[config.mk]
export PLATFORM = sky130hd
export DESIGN_NAME = tccs_ctrl
export DESIGN_NICKNAME = d
export VERILOG_FILES = /design/src/rtl/assert_macros.svh /design/src/rtl/tccs_pkg.sv /design/src/rtl/tccs_ctrl.sv
export SDC_FILE = /design/constraint.sdc
export NUM_CORES = 1
export LEC_CHECK = 0
export BUFFER_PORTS_ARGS = -buffer_cell sky130_fd_sc_hd__buf_2
export CAP_MARGIN = 30
export CORE_AREA = 8 8 45 47
export DETAILED_ROUTE_END_ITERATION = 6
export DIE_AREA = 0 0 53 55
export GPL_ROUTABILITY_DRIVEN = 1
export PLACE_DENSITY_LB_ADDON = 0.08
export SYNTH_ARGS = -nofsm -noshare
export SYNTH_HDL_FRONTEND = slang
export SYNTH_SLANG_ARGS = --single-unit
[constraint.sdc]
create_clock -name clk -period 1.6 [get_ports clk]
set_clock_uncertainty 0.1 [all_clocks]
set_input_delay 0.16 -clock clk [delete_from_list [all_inputs] [get_ports clk]]
set_output_delay 0.16 -clock clk [all_outputs]
set_load 0.03 [all_outputs]
[src/rtl/assert_macros.svh]
// Assertion macros for RTL files that check their own logic.
// Each macro expects signals named clk and rst_n in the scope where it is used.
`ifndef ASSERT_MACROS_SVH
`define ASSERT_MACROS_SVH

// Same-cycle implication, disabled during reset
`define AST_IMP(lbl, ante, cons) \
  lbl: assert property (@(posedge clk) disable iff (!rst_n) (ante) |-> (cons)) \
    else $error("same-cycle check failed");

// Next-cycle implication, disabled during reset
`define AST_NXT(lbl, ante, cons) \
  lbl: assert property (@(posedge clk) disable iff (!rst_n) (ante) |=> (cons)) \
    else $error("next-cycle check failed");

`endif

[src/rtl/tccs_pkg.sv]
// Shared types and constants of the text console engine.
// Used by tccs_ctrl, tccs_dp and the top level; depends on nothing.
package tccs_pkg;

  localparam logic [15:0] BLANK_CELL = 16'h0720;
  localparam logic [7:0]  NL_CODE    = 8'd10;
  localparam logic [7:0]  CR_CODE    = 8'd13;

  // Datapath operation issued by the controller each cycle
  typedef enum logic [2:0] {
    OP_NONE,
    OP_LOAD,
    OP_CLEAR,
    OP_COPY,
    OP_BLANK,
    OP_PUT,
    OP_READ,
    OP_RESULT
  } dp_op_t;

  typedef struct packed {
    dp_op_t op;
  } cmd_t;

  typedef struct packed {
    logic in_func;      // func field on the input port
    logic scroll_pend;  // cursor row has run off the bottom
    logic copy_end;     // sweep counter at last row-copy step
    logic sweep_end;    // sweep counter at last cell
  } status_t;

endpackage

[src/rtl/tccs_ctrl.sv]
// Controller of the text console engine: sequences clear, scroll, put and read.
// Depends on tccs_pkg; drives tccs_dp through cmd_t and reads status_t.
module tccs_ctrl import tccs_pkg::*; (
  input  logic    clk,
  input  logic    rst_n,
  input  status_t sts,
  output cmd_t    cmd,
  input  logic    in_valid,
  output logic    in_ready,
  output logic    out_valid,
  input  logic    out_ready
);

  typedef enum logic [2:0] {
    S_CLEAR,
    S_IDLE,
    S_COPY,
    S_BLANK,
    S_PUT,
    S_READ,
    S_DONE
  } state_t;

  state_t state_r, state_nxt;
  logic   out_valid_r, out_valid_nxt;
  logic   slot_free;

  assign slot_free = !out_valid_r || out_ready;

  // Next state and datapath command
  always_comb begin
    state_nxt     = state_r;
    out_valid_nxt = out_valid_r && !out_ready;
    cmd.op        = OP_NONE;
    unique case (state_r)
      S_CLEAR: begin
        cmd.op = OP_CLEAR;
        if (sts.sweep_end) begin
          state_nxt = S_IDLE;
        end
      end
      S_IDLE: begin
        if (in_valid) begin
          cmd.op = OP_LOAD;
          if (sts.in_func) begin
            state_nxt = S_READ;
          end else if (sts.scroll_pend) begin
            state_nxt = S_COPY;
          end else begin
            state_nxt = S_PUT;
          end
        end
      end
      S_COPY: begin
        cmd.op = OP_COPY;
        if (sts.copy_end) begin
          state_nxt = S_BLANK;
        end
      end
      S_BLANK: begin
        cmd.op = OP_BLANK;
        if (sts.sweep_end) begin
          state_nxt = S_PUT;
        end
      end
      S_PUT: begin
        cmd.op    = OP_PUT;
        state_nxt = S_DONE;
      end
      S_READ: begin
        cmd.op    = OP_READ;
        state_nxt = S_DONE;
      end
      S_DONE: begin
        // wait for the output register to free up
        if (slot_free) begin
          cmd.op        = OP_RESULT;
          out_valid_nxt = 1'b1;
          state_nxt     = S_IDLE;
        end
      end
      default: begin
        state_nxt = S_CLEAR;
      end
    endcase
  end

  // State and registered outputs
  always_ff @(posedge clk) begin
    if (!rst_n) begin
      state_r     <= S_CLEAR;
      out_valid_r <= 1'b0;
    end else begin
      state_r     <= state_nxt;
      out_valid_r <= out_valid_nxt;
    end
  end

  assign in_ready  = (state_r == S_IDLE);
  assign out_valid = out_valid_r;

endmodule

==> results.ini, run 1 <==
[sta]
hold_viol = 0
worst_pin_slew_ps = 223.4
slew_headroom_pct = 85.03
final.setup.tns_ps = 0
slew_violations = 0
rsz0062_at_grt = no
setup_ws_ps = 90.18
period_minus_slack_ps = 1510
max_freq_mhz = 662.3
finalCritPeriodShare_pct = 94.36
setup_viol = 0

[route]
wl_um = 907
viasPerCell = 4.779
postRouteAntennaNets = 0
firstDrtPassIters = 2
via_count = 368
drt-initial-drc-count = 3
drc = 0
wl_per_cell_um = 11.78

[cells_and_area]
fill_cells = 173
antenna_cells = 0
syn_to_final_growth_pct = 29.47
nNetsFinal = 71
layout-drive-gt1-share_pct = 40.98

[setup_path]
path_class = flip-flop to output pin
cp_data_arrival_time_ps = 1250
timing.rr.end = state_r[0]$_SDFFE_PN0P_
ff2ff_path_depth = 5
slowest_stage = dfxtp_1
critical_path.cell_chain = buf_4 > and2b_4 > a22o_1 > buf_2
crit_required_ps = 1340
worst-r2r-setup-slack_ps = 340
r2r-start = state_r[0]$_SDFFE_PN0P_
end_kind = output pin
cp-start-kind = flip-flop
crit_path_max_incr_delay_ps = 290
critPathMaxFanout = 13

[global_route]
grt_max_degree = 14
grt_pass1_vias = 371
overflow = 0
track_usage_pct = 6.776
grt_pass1_wl_um = 1469
grt_antenna_before_repair = 0

[floorplan]
die_area_um2 = 2915
initial_core_util_pct = 25.77
die_w_um = 53
io_pins = 13
num_rows = 14
die_h_um = 55
core_area_um2 = 1384

[cts]
cts_tree = built
clock-root-buffer = clkbuf_4
cts_max_path_buffers = 2
htreeDepth = 1
worstSkewPairLatency_ps = 230
clk_pin_slew_worst_paths_ps = 40
numCtsBuffers = 3
clock_sink_count = 4
cts-hold-fix-buffers = 0

[synth]
synth_edf_count = 0
netlist_instances = 46
synth.distinct_cells = 24
synth_area_leaders = dfxtp_1, nor2_1, nand2b_1
yosysWarnings = 0
synthFlopType = dfxtp_1
synth_commonest_cells = nor2_1, dfxtp_1
yosysSeqAreaShare_pct = 22.46
syn_avg_cell_area_um2 = 7.752
synth_top_area_share_pct = 22.46
postSynth.asyncResetShare_pct = 0
ys_ff_latch = 4
synth_area_um2 = 356.6
synth_nets = 54
synth_top_area_cell = dfxtp_1
synth.most_common_cell = nor2_1

[placement]
post-place-ws_ps = 210.7
place.gp.congestion = 0.7267
portBuffers = 12

[power_and_ir_drop]
powerDensity_nw_per_um2 = 2048
ir_drop_mv = 0.6361
power.static_leakage_nw = 0.2042

[hold_path]
holdCritStartpoint = rst_n
hold_depth = 3
whs_endpoint = state_r[1]$_SDFFE_PN0P_
hold_path_class = input pin to flip-flop

[run]
cap_viol_max_count = 0

[outcome]
status = completed

==> worst max-delay path: cells and delay by family, from the launching register on <==
| kind | cells | cell delay, ps |
|---|---|---|
| compound gates | 1 | 210 |
| buf+inv | 2 | 340 |
| flops | 1 | 290 |
| simple gates | 1 | 180 |
==> worst max path at each step <==
| stage | startpoint | endpoint | depth (start not counted) |
|---|---|---|---|
| detailed placement | state_r[1]$_SDFFE_PN0P_ | cmd[0] | 4 |
| CTS | out_valid$_SDFF_PN0_ | cmd[0] | 5 |
| finish | state_r[0]$_SDFFE_PN0P_ | cmd[2] | 4 |
| global placement | state_r[1]$_SDFFE_PN0P_ | cmd[0] | 4 |
| global route | out_valid$_SDFF_PN0_ | cmd[0] | 5 |
| floorplan | state_r[1]$_SDFFE_PN0P_ | cmd[0] | 4 |
==> through the flow <==
step                      total power, mW  cell area, um^2  instances  utilization (%)  hold WS, ps
final                              0.9457            461.7         77            33.36        103.0
after global routing                1.031            461.7         77            33.36        105.2
after CTS                          0.9550            456.7         77            33.00        98.23
after detailed placement           0.8210            432.9         74            31.28        355.8
after global placement             0.8306            432.9         74            31.28        354.5
after floorplan                    0.6802            356.6         46                -        189.0
==> cell usage in the layout (no fill, tap or decap), types with 2 or more instances in the layout <==
cell type / instances
buf_2: 12
clkbuf_4: 3
dfxtp_1: 3
buf_4: 3
o21ai_0: 3
o22ai_1: 2
nand2b_1: 3
a21oi_1: 3
nor2_1: 6
nor2b_1: 2
a31oi_1: 2
nand2_1: 3
==> flip-flops by register name, indices dropped and copies added, names as in the netlist <==
name       count
state_r        3
out_valid      1
==> kinds of logic after synthesis <==
logic type,synth area share [%]
compound gates,29.12
flops,22.46
buf+inv,8.419
mux,4.209
simple gates,35.79
==> report_power, final <==
group          switching, mW  internal [mW]  leakage, nW
Combinational          0.375          0.258        0.157
Clock                 0.0387         0.0837       0.0138
Sequential            0.0454          0.145       0.0335
Total                  0.459          0.486        0.204
==> layout make-up <==
cell class | instances | area [um^2] | area share (%)
Clock buffer | 3 | 22.52 | 4.878
Timing Repair Buffer | 15 | 82.58 | 17.89
Inverter | 1 | 3.754 | 0.8130
Multi-Input combinational cell | 38 | 249.0 | 53.93
Sequential cell | 4 | 83.83 | 18.16
Tap cell | 16 | 20.02 | 4.336
==> repair_timing <==
action / in CTS / in global routing
gates resized for setup: 1 / 3
endpoints found under the setup margin: 2 / 1
setup buffers: 0 / 0
==> routing by layer <==
layer | vias to the layer above | global-route usage [%] | share of wire [%]
li1 | 193 | - | -
met1 | 170 | 7.903 | 46
met2 | 5 | 10.74 | 49
met3 | 0 | 1.337 | 5.1
met4 | 0 | 5.172 | 0
met5 | - | 0 | 0
Note: power is estimated with default switching activity, not from simulation.
==> run 2: changes to the inputs <==
CORE_AREA = 2 2 39 41   (was 8 8 45 47)
DIE_AREA = 0 0 41 43   (was 0 0 53 55)
RECOVER_POWER = 50   (was not set)
SETUP_SLACK_MARGIN = 0.05   (was not set)
==> run 2 against run 1 <==
Effect of this change:
- first-iteration DRC count shrank 33%
- fmax grew 0.66%
- die area shrank 40%
- worst hold slack gained 14 ps
- utilization grew 0.45 points
==> results.ini, run 2 (same netlist as run 1, synthesis figures left out) <==
[setup_path]
crit_required_ps = 1340  ; about the same
timing.critical_path.depth = 3  ; -1
critical_path.cell_chain = and2b_4 > a22o_1 > buf_2
cp_num_buf_inv = 1  ; -1
critPathMaxFanout = 7  ; -6
ff2ff_path_depth = 4  ; -1
cp-start-kind = flip-flop
cp_data_arrival_time_ps = 1240  ; about the same
path_class = flip-flop to output pin
slowest_stage = dfxtp_2
crit_path_max_incr_delay_ps = 400  ; +110 ps
end_kind = output pin
crit_family = flip-flops

[cts]
cts_tree = built
worstSkewPairLatency_ps = 230  ; about the same
cts-hold-fix-buffers = 0  ; unchanged
clock-root-buffer = clkbuf_4
clock_sink_count = 4  ; unchanged
numCtsBuffers = 3  ; unchanged
cts_setup_buffers = 0  ; unchanged
clk_pin_slew_worst_paths_ps = 40  ; about the same
cts_max_path_buffers = 2  ; unchanged
htreeDepth = 1  ; unchanged

[cells_and_area]
largest_reg_flops = 3  ; unchanged
multi_input_area_um2 = 256.5  ; +3.0%
final_cell_mix = buf_2, nor2_1
layout-drive-gt1-share_pct = 42.62  ; +1.6 points
layout_commonest_cell = buf_2
nNetsFinal = 71  ; unchanged
syn_to_final_growth_pct = 31.23
final-seq-area_um2 = 83.83  ; unchanged
antenna_cells = 0  ; unchanged
fin_area_um2 = 467.9  ; +1.4%
final_util_pct = 33.82  ; +0.45 points
regMostFlops = state_r
fill_cells = 159  ; -8.1%

[placement]
hpwl_um = 692.1
portBuffers = 12  ; unchanged
place_area_um2 = 432.9  ; unchanged
place.gp.congestion = 0.7016  ; -3.5%

[global_route]
grt_antenna_before_repair = 0  ; unchanged
overflow = 0  ; unchanged
grt_pass1_vias = 352  ; -5.1%
grt_pass1_wl_um = 1428  ; -2.8%
track_usage_pct = 11.84  ; +5.1 points
grt_max_degree = 12  ; -2

[floorplan]
core_area_um2 = 1384  ; unchanged
initial_core_util_pct = 25.77  ; unchanged
die_w_um = 41  ; -23%
die_h_um = 43  ; -22%
io_pins = 13  ; unchanged
num_rows = 14  ; unchanged
die_area_um2 = 1763  ; -40%

[route]
wl_per_cell_um = 11.19  ; -5.0%
viasPerCell = 4.753  ; -0.54%
drt-initial-drc-count = 2  ; -1
via_count = 366  ; -0.54%
drc = 0  ; unchanged
postRouteAntennaNets = 0  ; unchanged
firstDrtPassIters = 2  ; unchanged
wl_um = 862  ; -5.0%

[sta]
worst_pin_slew_ps = 366.5  ; +143.1 ps
final.setup.tns_ps = 0  ; unchanged
hold_viol = 0  ; unchanged
whs_ps = 116.8  ; +13.87 ps
setup_viol = 0  ; unchanged
rsz0062_at_grt = yes
period_minus_slack_ps = 1500  ; -9.841 ps
slew_headroom_pct = 75.67  ; -9.4 points
max_freq_mhz = 666.7  ; +0.66%
finalCritPeriodShare_pct = 93.75  ; -0.62 points
slew_violations = 0  ; unchanged

[power_and_ir_drop]
ir_drop_mv = 0.7992  ; +26%
total_power_uw = 947.4  ; +0.17%
power.static_leakage_nw = 0.2009  ; -1.6%
powerDensity_nw_per_um2 = 2025  ; -1.2%

[outcome]
status = completed

[hold_path]
hold_depth = 2  ; -1
hold_path_class = input pin to flip-flop

[run]
cap_viol_max_count = 0  ; unchanged

==> run 2: routing by layer <==
| layer | up-vias | track usage, % | share of wire [%] |
|---|---|---|---|
| li1 | 195 | - | - |
| met1 | 166 | 16.03 | 48 |
| met2 | 5 | 16.56 | 50 |
| met3 | 0 | 1.571 | 2.7 |
| met4 | 0 | 8.000 | 0 |
| met5 | - | 0 | 0 |
==> run 2: final cells by class <==
| class | count | area share, % |
|---|---|---|
| sequential | 4 | 17.91 |
| multi-input combinational | 38 | 54.81 |
| clock buffer | 3 | 4.813 |
| inverter | 1 | 0.8021 |
| tap | 16 | 4.278 |
| timing repair buffer | 15 | 17.38 |
==> run 2: final timing paths <==
check / start / to / slack [ps]
worst max-delay path: state_r[2]$_SDFFE_PN0P_ / cmd[2] / 100
worst min-delay path: rst_n / state_r[2]$_SDFFE_PN0P_ / 120
worst max register to register: state_r[1]$_SDFFE_PN0P_ / state_r[1]$_SDFFE_PN0P_ / 270
worst min register to register: state_r[2]$_SDFFE_PN0P_ / state_r[1]$_SDFFE_PN0P_ / 460
==> run 2: where the power goes <==
group	total [mW]	leakage, nW	internal (mW)	switching [mW]
clock	0.120	0.0138	0.0836	0.0365
combinational	0.595	0.153	0.264	0.331
sequential	0.232	0.0339	0.145	0.0865
total	0.947	0.201	0.493	0.454
==> run 2: repair_timing <==
action / CTS / global route
cloned: 0 / 0
resized for setup: 4 / 3
setup endpoints to repair: 2 / 1
==> run 2: stage by stage <==
stage / setup WS [ps] / instances
6_report: 100.0 / 77
2_1_floorplan: 76.54 / 46
4_1_cts: 64.31 / 77
5_1_grt: 39.30 / 77
3_5_place_dp: 215.3 / 74
3_3_place_gp: 206.8 / 74
==> run 3: changes to the inputs <==
REMOVE_ABC_BUFFERS = 1   (was not set)
==> run 3 against run 2 <==
Effect of this change:
- non-clock buffer count unchanged
- combinational power grew 0.7%
- global-route usage rose by 1.0 points
- critical endpoint is now cmd[0]
- highest routed layer is now met4
==> results.ini, run 3 (same netlist as run 1, synthesis figures left out) <==
[cells_and_area]
layout_commonest_cell = buf_2
largest_reg_flops = 3  ; unchanged
fill_cells = 146  ; -8.2%
final_cell_mix = buf_2, nor2_1, buf_4
layout-drive-gt1-share_pct = 42.62  ; unchanged
antenna_cells = 0  ; unchanged
multi_input_area_um2 = 249.0  ; -2.9%
nNetsFinal = 71  ; unchanged
regMostFlops = state_r
syn_to_final_growth_pct = 30.53
final-seq-area_um2 = 86.33  ; +3.0%

[sta]
slew_violations = 0  ; unchanged
max_freq_mhz = 664.5  ; -0.32%
hold_viol = 0  ; unchanged
rsz0062_at_grt = yes
period_minus_slack_ps = 1505  ; +4.845 ps
setup_ws_ps = 95.17  ; -4.845 ps
finalCritPeriodShare_pct = 94.05  ; +0.30 points
final.setup.tns_ps = 0  ; unchanged
slew_headroom_pct = 75.56  ; -0.11 points
setup_viol = 0  ; unchanged
worst_pin_slew_ps = 368.2  ; +1.608 ps

[placement]
portBuffers = 12  ; unchanged
place.gp.congestion = 0.7268  ; +3.6%
post-place-ws_ps = 181.7  ; -33.61 ps
hpwl_um = 683.7  ; -1.2%

[setup_path]
critPathCapture = cmd[0]
cp_num_buf_inv = 1  ; unchanged
timing.rr.end = state_r[1]$_SDFFE_PN0P_
crit_family = flip-flops
crit_required_ps = 1340  ; about the same
critPathMaxFanout = 10  ; +3
end_kind = output pin
crit_path_max_incr_delay_ps = 370  ; -30 ps
critical_path.cell_chain = nand2b_1 > a21boi_1 > o22ai_1 > buf_4
ff2ff_path_depth = 4  ; unchanged
startpoint = state_r[1]$_SDFFE_PN0P_
slowest_stage = dfxtp_4
r2r-start = state_r[1]$_SDFFE_PN0P_
path_class = flip-flop to output pin
cp-start-kind = flip-flop
cp_data_arrival_time_ps = 1240  ; about the same
worst-r2r-setup-slack_ps = 320  ; +50 ps
timing.critical_path.depth = 4  ; +1

[route]
drc = 0  ; unchanged
firstDrtPassIters = 4  ; +2
viasPerCell = 5.078  ; +6.8%
postRouteAntennaNets = 0  ; unchanged
via_count = 391  ; +6.8%
wl_per_cell_um = 11.53  ; +3.0%
drt-initial-drc-count = 10  ; +8
wl_um = 888  ; +3.0%

[floorplan]
die_h_um = 43  ; unchanged
die_area_um2 = 1763  ; unchanged
core_area_um2 = 1384  ; unchanged
die_w_um = 41  ; unchanged
initial_core_util_pct = 25.77  ; unchanged
num_rows = 14  ; unchanged
io_pins = 13  ; unchanged

[run]
cap_viol_max_count = 0  ; unchanged

[cts]
clock-root-buffer = clkbuf_4
worstSkewPairLatency_ps = 250  ; +20 ps
cts-hold-fix-buffers = 0  ; unchanged
cts_max_path_buffers = 2  ; unchanged
clk_pin_slew_worst_paths_ps = 40  ; about the same
cts_tree = built
numCtsBuffers = 3  ; unchanged
htreeDepth = 1  ; unchanged
clock_sink_count = 4  ; unchanged

[power_and_ir_drop]
power.static_leakage_nw = 0.2009  ; about the same
ir_drop_mv = 0.8179  ; +2.3%
powerDensity_nw_per_um2 = 2089  ; +3.2%

[global_route]
grt_antenna_before_repair = 0  ; unchanged
overflow = 0  ; unchanged
track_usage_pct = 12.84  ; +1.0 points
grt_pass1_wl_um = 1490  ; +4.3%
grt_pass1_vias = 358  ; +1.7%
grt_max_degree = 12  ; unchanged

[hold_path]
hold_path_class = input pin to flip-flop

[outcome]
status = completed

==> run 3: report_power, final <==
group	switching, mW	internal (mW)	leakage (nW)	total (mW)
clock	0.0505	0.0845	0.0138	0.135
sequential	0.0874	0.150	0.0342	0.238
combinational	0.332	0.267	0.153	0.599
total	0.470	0.502	0.201	0.972
==> run 3: metrics by stage <==
step | power [mW] | area [um^2] | utilization (%) | hold slack [ps] | cells
global route | 1.047 | 465.4 | 33.63 | 95.74 | 77
global placement | 0.8266 | 432.9 | 31.28 | 350.2 | 74
CTS | 0.9574 | 462.9 | 33.45 | 96.77 | 77
detailed placement | 0.8100 | 432.9 | 31.28 | 346.4 | 74
finish | 0.9723 | 465.4 | 33.63 | 83.95 | 77
floorplan | 0.6223 | 330.3 | - | 189.0 | 43
==> run 3: layout make-up <==
class                   instances  area share (%)
repair buffers                 15           18.01
inverters                       1          0.8065
multi-input cells              38           53.49
clock buffers                   3           4.839
flip-flops and latches          4           18.55
well taps                      16           4.301
==> run 3: per-layer routing <==
| layer | wire [um] | part of all wire, % | GRT usage, % | up-vias |
|---|---|---|---|---|
| met4 | 31 | 3.5 | 12.00 | 0 |
| li1 | - | - | - | 199 |
| met2 | 360 | 41 | 15.31 | 19 |
| met3 | 81 | 9.1 | 3.141 | 5 |
| met1 | 415 | 47 | 17.63 | 168 |
| met5 | 0 | 0 | 0 | - |
==> run 3: timing repair <==
action / CTS / global route
gates resized for setup: 4 / 3
endpoints found under the setup margin: 3 / 3
setup buffers: 0 / 0
gates cloned: 0 / 0
hold endpoints to repair: 0 / 0
==> run 3: worst min path at each step <==
stage | start | to | slack [ps] | cells after the start
2_1_floorplan | rst_n | state_r[1]$_SDFFE_PN0P_ | 190 | 2
3_3_place_gp | rst_n | state_r[2]$_SDFFE_PN0P_ | 350 | 2
3_5_place_dp | rst_n | state_r[2]$_SDFFE_PN0P_ | 350 | 2
4_1_cts | rst_n | state_r[1]$_SDFFE_PN0P_ | 100 | 3
5_1_grt | rst_n | state_r[2]$_SDFFE_PN0P_ | 100 | 2
6_report | rst_n | state_r[2]$_SDFFE_PN0P_ | 80 | 2
